--- config.mk ---
export PLATFORM = sky130hd
export DESIGN_NAME = ps2_frame_receiver_core
export DESIGN_NICKNAME = d
export VERILOG_FILES = /design/src/ps2fr_pkg.sv /design/src/ps2fr_decode.sv /design/src/ps2_frame_receiver_core.sv
export SDC_FILE = /design/constraint.sdc
export NUM_CORES = 1
export LEC_CHECK = 0
export ABC_AREA = 1
export BUFFER_PORTS_ARGS = -buffer_cell sky130_fd_sc_hd__buf_2
export CAP_MARGIN = 15
export CORE_ASPECT_RATIO = 0.8
export CORE_MARGIN = 1.5
export CORE_UTILIZATION = 40
export DETAILED_ROUTE_END_ITERATION = 12
export HOLD_SLACK_MARGIN = 0.03
export PLACE_DENSITY = 0.61
export SLEW_MARGIN = 20
export SYNTH_ARGS = -nofsm -noshare
export SYNTH_HDL_FRONTEND = slang
export SYNTH_SLANG_ARGS = --single-unit
--- constraint.sdc ---
create_clock -name clk_i -period 3 [get_ports clk_i]
set_clock_uncertainty 0.2 [all_clocks]
set_input_delay 0.15 -clock clk_i [delete_from_list [all_inputs] [get_ports clk_i]]
set_output_delay 0.15 -clock clk_i [all_outputs]
set_load 0.1 [all_outputs]
--- src/ps2fr_pkg.sv ---
// Shared types and constants for the PS/2 frame receiver.
// No dependencies; imported by ps2fr_decode and ps2_frame_receiver_core.
`timescale 1ns / 1ps

package ps2fr_pkg;

  typedef enum logic {
    CMD_TICK = 1'b0,
    CMD_EDGE = 1'b1
  } ps2fr_cmd_e;

  // One request: a millisecond tick or a keyboard clock falling edge.
  typedef struct packed {
    logic command;
    logic data_bit;
  } ps2fr_req_t;

  // One result: the received byte and its status.
  typedef struct packed {
    logic [7:0] scan_code;
    logic       frame_ok;
  } ps2fr_rsp_t;

  // Per-frame receive state.
  typedef struct packed {
    logic [3:0] bit_index;
    logic [7:0] shift_byte;
    logic       parity_acc;
    logic       start_ok;
  } ps2fr_frame_t;

  localparam logic [3:0] START_EDGE     = 4'd1;
  localparam logic [3:0] LAST_DATA_EDGE = 4'd9;
  localparam logic [3:0] PARITY_EDGE    = 4'd10;
  localparam logic [3:0] STOP_EDGE      = 4'd11;
  localparam logic [7:0] HIGH_BIT       = 8'h80;
  localparam logic [7:0] GAP_RESET      = 8'd4;

endpackage

--- src/ps2fr_decode.sv ---
// Next-state and result logic for one request of the PS/2 frame receiver.
// Depends on ps2fr_pkg.
`timescale 1ns / 1ps

module ps2fr_decode
  import ps2fr_pkg::*;
#(
  parameter int MS_WIDTH = 16
) (
  input  ps2fr_req_t            req_i,
  input  logic [7:0]            gap_ms_i,
  input  logic [MS_WIDTH-1:0]   ms_count_i,
  input  logic [MS_WIDTH-1:0]   last_start_i,
  input  ps2fr_frame_t          frame_i,
  output logic [MS_WIDTH-1:0]   ms_count_o,
  output logic [MS_WIDTH-1:0]   last_start_o,
  output ps2fr_frame_t          frame_o,
  output logic                  rsp_valid_o,
  output ps2fr_rsp_t            rsp_o
);

  logic [3:0]          idx;
  logic [MS_WIDTH-1:0] elapsed;
  logic [7:0]          sb;
  logic                ok;

  always_comb begin
    ms_count_o   = ms_count_i;
    last_start_o = last_start_i;
    frame_o      = frame_i;
    rsp_valid_o  = 1'b0;
    rsp_o        = '0;
    idx          = frame_i.bit_index + 4'd1;
    elapsed      = ms_count_i - last_start_i;
    sb           = frame_i.shift_byte;
    ok           = frame_i.start_ok & frame_i.parity_acc & req_i.data_bit;

    if (req_i.command == CMD_TICK) begin
      ms_count_o = ms_count_i + MS_WIDTH'(1);
    end else begin
      frame_o.bit_index = idx;
      if (idx == START_EDGE) begin
        if (elapsed > MS_WIDTH'(gap_ms_i)) begin
          frame_o.start_ok = ~req_i.data_bit;
          last_start_o     = ms_count_i;
          if (!req_i.data_bit) begin
            frame_o.shift_byte = '0;
            frame_o.parity_acc = 1'b1;
          end else begin
            frame_o.bit_index = '0;
          end
        end else begin
          frame_o.bit_index = '0;
        end
      end else if (idx > START_EDGE && idx < PARITY_EDGE) begin
        if (req_i.data_bit) begin
          sb                 = sb | HIGH_BIT;
          frame_o.parity_acc = ~frame_i.parity_acc;
        end
        // last data bit stays in the top position
        if (idx < LAST_DATA_EDGE) begin
          sb = sb >> 1;
        end
        frame_o.shift_byte = sb;
      end else if (idx == PARITY_EDGE) begin
        frame_o.parity_acc = (frame_i.parity_acc == req_i.data_bit);
      end else if (idx == STOP_EDGE) begin
        if (!ok) begin
          frame_o.shift_byte = '0;
        end
        frame_o.bit_index = '0;
        rsp_valid_o       = 1'b1;
        rsp_o.scan_code   = ok ? frame_i.shift_byte : 8'd0;
        rsp_o.frame_ok    = ok;
      end
    end
  end

endmodule

--- src/ps2_frame_receiver_core.sv ---
// Top level of the PS/2 keyboard frame receiver: input register, state and
// result register. Depends on ps2fr_pkg and ps2fr_decode.
`timescale 1ns / 1ps

// Channel   Dir  Handshake                Payload
// in        in   in_valid_i / in_ready_o  in_req_i   (command, data_bit)
// out       out  out_valid_o / out_ready_i out_rsp_o (scan_code, frame_ok)
// cfg       in   cfg_we_i                 cfg_wdata_i (gap_ms)
//
// One request per cycle is accepted while no stop edge is held back in the
// input register. A request passes the input register and then updates the
// state; a stop edge's result is loaded into the result register at that
// same edge and shows on out from there.
// Reset clears the state, the valid flags and sets gap_ms to 4.
// A stall on out holds back only a stop-edge request waiting in the input
// register; ticks and other edges keep flowing while a result waits.
module ps2_frame_receiver_core
  import ps2fr_pkg::*;
#(
  parameter int MS_WIDTH = 16
) (
  input  logic       clk_i,
  input  logic       rst_ni,
  input  logic       in_valid_i,
  output logic       in_ready_o,
  input  ps2fr_req_t in_req_i,
  output logic       out_valid_o,
  input  logic       out_ready_i,
  output ps2fr_rsp_t out_rsp_o,
  input  logic       cfg_we_i,
  input  logic [7:0] cfg_wdata_i
);

  // config
  logic [7:0] gap_ms_q;

  // input register
  logic       item_valid_q;
  ps2fr_req_t item_q;

  // receiver state
  logic [MS_WIDTH-1:0] ms_count_q, ms_count_d;
  logic [MS_WIDTH-1:0] last_start_q, last_start_d;
  ps2fr_frame_t        frame_q, frame_d;

  // result register
  logic       out_valid_q;
  ps2fr_rsp_t out_q;

  logic       rsp_valid;
  ps2fr_rsp_t rsp;
  logic       out_free;
  logic       advance;

  ps2fr_decode #(
    .MS_WIDTH(MS_WIDTH)
  ) u_decode (
    .req_i       (item_q),
    .gap_ms_i    (gap_ms_q),
    .ms_count_i  (ms_count_q),
    .last_start_i(last_start_q),
    .frame_i     (frame_q),
    .ms_count_o  (ms_count_d),
    .last_start_o(last_start_d),
    .frame_o     (frame_d),
    .rsp_valid_o (rsp_valid),
    .rsp_o       (rsp)
  );

  // result slot is free when empty or being drained this cycle
  assign out_free   = !out_valid_q || out_ready_i;
  // stored request retires unless its result has nowhere to go
  assign advance    = item_valid_q && (!rsp_valid || out_free);
  assign in_ready_o = !item_valid_q || advance;

  assign out_valid_o = out_valid_q;
  assign out_rsp_o   = out_q;

  always_ff @(posedge clk_i or negedge rst_ni) begin
    if (!rst_ni) begin
      gap_ms_q <= GAP_RESET;
    end else if (cfg_we_i) begin
      gap_ms_q <= cfg_wdata_i;
    end
  end

  always_ff @(posedge clk_i or negedge rst_ni) begin
    if (!rst_ni) begin
      item_valid_q <= 1'b0;
    end else if (in_ready_o) begin
      item_valid_q <= in_valid_i;
    end
  end

  always_ff @(posedge clk_i) begin
    if (in_ready_o && in_valid_i) begin
      item_q <= in_req_i;
    end
  end

  always_ff @(posedge clk_i or negedge rst_ni) begin
    if (!rst_ni) begin
      ms_count_q   <= '0;
      last_start_q <= '0;
      frame_q      <= '0;
    end else if (advance) begin
      ms_count_q   <= ms_count_d;
      last_start_q <= last_start_d;
      frame_q      <= frame_d;
    end
  end

  always_ff @(posedge clk_i or negedge rst_ni) begin
    if (!rst_ni) begin
      out_valid_q <= 1'b0;
    end else if (advance && rsp_valid) begin
      out_valid_q <= 1'b1;
    end else if (out_ready_i) begin
      out_valid_q <= 1'b0;
    end
  end

  always_ff @(posedge clk_i) begin
    if (advance && rsp_valid) begin
      out_q <= rsp;
    end
  end

`ifndef ASSERT_OFF
  // the stop edge always delivers a result next cycle
  a_stop_emits: assert property (@(posedge clk_i) disable iff (!rst_ni)
    advance && item_q.command == CMD_EDGE && frame_q.bit_index == PARITY_EDGE
    |=> out_valid_o)
    else $error("stop edge produced no result");

  // a tick advances the time counter by exactly one
  a_tick_count: assert property (@(posedge clk_i) disable iff (!rst_ni)
    advance && item_q.command == CMD_TICK
    |=> ms_count_q == MS_WIDTH'($past(ms_count_q) + MS_WIDTH'(1)))
    else $error("tick did not advance ms counter");

  // a frame in progress implies a good start bit was seen
  a_frame_started: assert property (@(posedge clk_i) disable iff (!rst_ni)
    frame_q.bit_index != 4'd0 |-> frame_q.start_ok)
    else $error("frame in progress without valid start");

  // failed frames report a zero code
  a_fail_zero: assert property (@(posedge clk_i) disable iff (!rst_ni)
    advance && rsp_valid && !rsp.frame_ok |=> out_rsp_o.scan_code == 8'd0)
    else $error("failed frame with nonzero code");
`endif

endmodule
==> results.json <==
{
  "clock_latency_ns": 0.33,
  "vias": 3901,
  "routed_via_density": 4.71,
  "nNetsFinal": 728,
  "synthArstFlopShare_pct": 83.6,
  "initial_core_util_pct": 42.0,
  "path_max_fanout": 5,
  "syn_avg_cell_area_sq_um": 7.72,
  "synthCells": 568,
  "status": "complete, but fails checks",
  "grt_max_degree": 29,
  "route.met2.wl_mm": 4.82,
  "row_count": 33,
  "max-cap-violations": 0,
  "syn_to_final_growth_pct": 37.3,
  "period_minus_slack_ns": 3.31,
  "die_x_um": 120,
  "multi_input_area_sq_um": 2450,
  "violations": "setup timing",
  "root_buffer": "clkbuf_16",
  "dp_hpwl_mm": 7.56,
  "grt.overflow.total": 0,
  "synth-warning-count": 0,
  "drt-met1-wl_mm": 5.41,
  "setup_tns_ns": -7.53,
  "syn_area_sq_um": 4390,
  "num_io_pins": 26,
  "drcViolationCount": 0,
  "critPathCaptureType": "flip-flop",
  "cts_tree": "built",
  "hold_violations": 0,
  "slowest_delay_ns": 0.39,
  "synth_fp_nets": 612,
  "start_kind": "flip-flop",
  "grt_pass1_wl_mm": 18.6,
  "setup_viol": 28,
  "diodes": 0,
  "drt_iter0_markers": 254,
  "grt_pass1_vias": 3901,
  "synth-seq-cells": 67,
  "fmax_mhz": 302,
  "htree_levels": 3,
  "critical_path_class": "reg -> reg",
  "power_w": 0.00638,
  "clock_path_buffers": 2,
  "fill_cells": 903,
  "critPathBufInv": 9,
  "power.density_nw_per_um2": 1060,
  "period_share_pct": 110,
  "ys_seq_area_share_pct": 39.5,
  "synth_cell_type_count": 40,
  "clk_pin_slew_ns": 0.06,
  "leakage_nw": 3.24,
  "critPathSlowestCell": "dfrtp_1",
  "slew_violations": 0,
  "synth_edf_count": 11,
  "top_layer": "met4",
  "worst_ir_drop_vdd_mv": 0.584,
  "drive_gt1_share_pct": 26.3,
  "drt_wl_total_mm": 10.7,
  "drt_pre_antenna_iters": 4,
  "final_antenna_net_count": 0,
  "wire_per_inst_um": 12.9,
  "track_usage_pct": 20.0,
  "antenna_found_initial": 0,
  "ys.flop_type": "dfrtp_1",
  "worst_pin_slew_ns": 0.696,
  "rsz0062_at_grt": "yes",
  "worst_path_dominant_cell_family": "simple AND/OR/NAND/NOR gates",
  "slew_headroom_pct": 53.6,
  "cp_common_cell": "buf_4",
  "die_area_sq_um": 11600,
  "worstPathRequired_ns": 3.02,
  "die_h_um": 96.7,
  "postLayoutSetupSlackWorst_ns": -0.312,
  "portBuffers": 25,
  "arrival_ns": 3.33,
  "dr_wl_met3_um": 381,
  "hold_class": "in -> reg",
  "gp_congestion": 0.874,
  "coreArea_sq_um": 10400,
  "seqCellArea_sq_um": 1730,
  "cts-buffers-inserted": 9,
  "clkSinkCount": 67
}
-- what timing repair did --
item	CTS	global route
setup endpoints to repair	28	28
pin swaps	7	15
resized for setup	25	18
hold buffers	26	0
gates cloned	1	1
setup buffers	15	1
hold endpoints to repair	39	0
-- flip-flops by register name (all words and copies together), names as in the netlist --
| name | flops |
|---|---|
| out_valid_o | 1 |
| ms_count_q | 16 |
| frame_q | 14 |
| out_rsp_o | 9 |
| item_valid_q | 1 |
| item_q | 2 |
| gap_ms_q | 8 |
| last_start_q | 16 |
-- logic make-up after synthesis --
group,share of synthesized area [%]
adders and majority gates,8.44
AOI/OAI and AO/OA,8.04
buffers and inverters,10.4
and+or+nand+nor,28.2
muxes,0.257
xor gates and xnor gates,5.16
DFF,39.5
-- area by class of cell --
type                       count  share of cell area [%]
multi-input combinational    389                    40.7
clock inverter                 7                    1.93
inverter                     105                    6.55
timing repair buffer         112                    15.4
clock buffer                   9                    3.74
sequential                    67                    28.8
tap                          140                    2.91
-- metal layers --
metal | track usage, % | vias to the layer above
li1 | - | 2011
met1 | 29.5 | 1819
met2 | 29.8 | 59
met3 | 3.42 | 12
met4 | 5.95 | 0
met5 | 0 | -
-- worst paths after layout --
kind	startpoint	slack (ns)	end	cells after the start
min	cfg_we_i	0.04	gap_ms_q[5]	2
max reg2reg	ms_count_q[0]	-0.31	last_start_q[9]	25
min in group asynchronous	rst_ni	0.22	gap_ms_q[7]	2
max in group asynchronous	rst_ni	1.69	frame_q[13]	3
min reg2reg	frame_q[1]	0.29	frame_q[1]	2
max	ms_count_q[0]	-0.31	last_start_q[9]	25
-- where the power goes --
| part | internal (W) | switching (W) |
|---|---|---|
| Clock | 0.000810 | 0.000400 |
| Sequential | 0.00112 | 0.000136 |
| Combinational | 0.00178 | 0.00214 |
| Total | 0.00371 | 0.00267 |
-- cells in the final DEF (no fill, tap or decap), types with 18 or more instances in the layout --
cell type      instances
nor2_1                42
dfrtp_1               55
buf_4                 54
dlygate4sd3_1         26
nand2_1              131
inv_1                 99
nand3_1               38
nand2_2               18
buf_2                 25
ha_1                  23
-- per-stage QoR --
stage,hold slack [ns],util [%],worst slack (ns),std cells,instance area [sq um]
floorplan,-0.346,-,-0.190,568,4460
global placement,0.0245,48.1,-0.322,769,5030
detailed placement,0.0307,48.1,-0.452,769,5030
CTS,0.0375,56.7,-0.206,827,5920
global route,0.0770,57.6,-0.483,829,6020
finish,0.0377,57.6,-0.312,829,6020
-- Yosys cell counts (2+ instances only) --
cell type / instances / share of area, %
xnor2_1: 8 / 1.6
o31ai_1: 7 / 1.2
edfxtp_1: 11 / 7.5
xor2_1: 16 / 3.2
clkbuf_1: 2 / 0.17
nand4_1: 8 / 1.1
buf_2: 3 / 0.34
o21ai_2: 15 / 3.0
nand2_2: 10 / 1.4
dfrtp_1: 55 / 31
nor2_1: 44 / 3.8
nand3_1: 41 / 4.7
a21oi_1: 12 / 1.4
o21ai_0: 16 / 1.8
nor2_4: 3 / 0.77
inv_1: 103 / 8.8
nand2_1: 155 / 13
and2_1: 2 / 0.29
nor2_2: 2 / 0.29
nor3_1: 6 / 0.68
nand3_2: 2 / 0.46
ha_1: 28 / 8.0
buf_8: 2 / 0.68
Note: power is estimated with default switching activity, not from simulation.
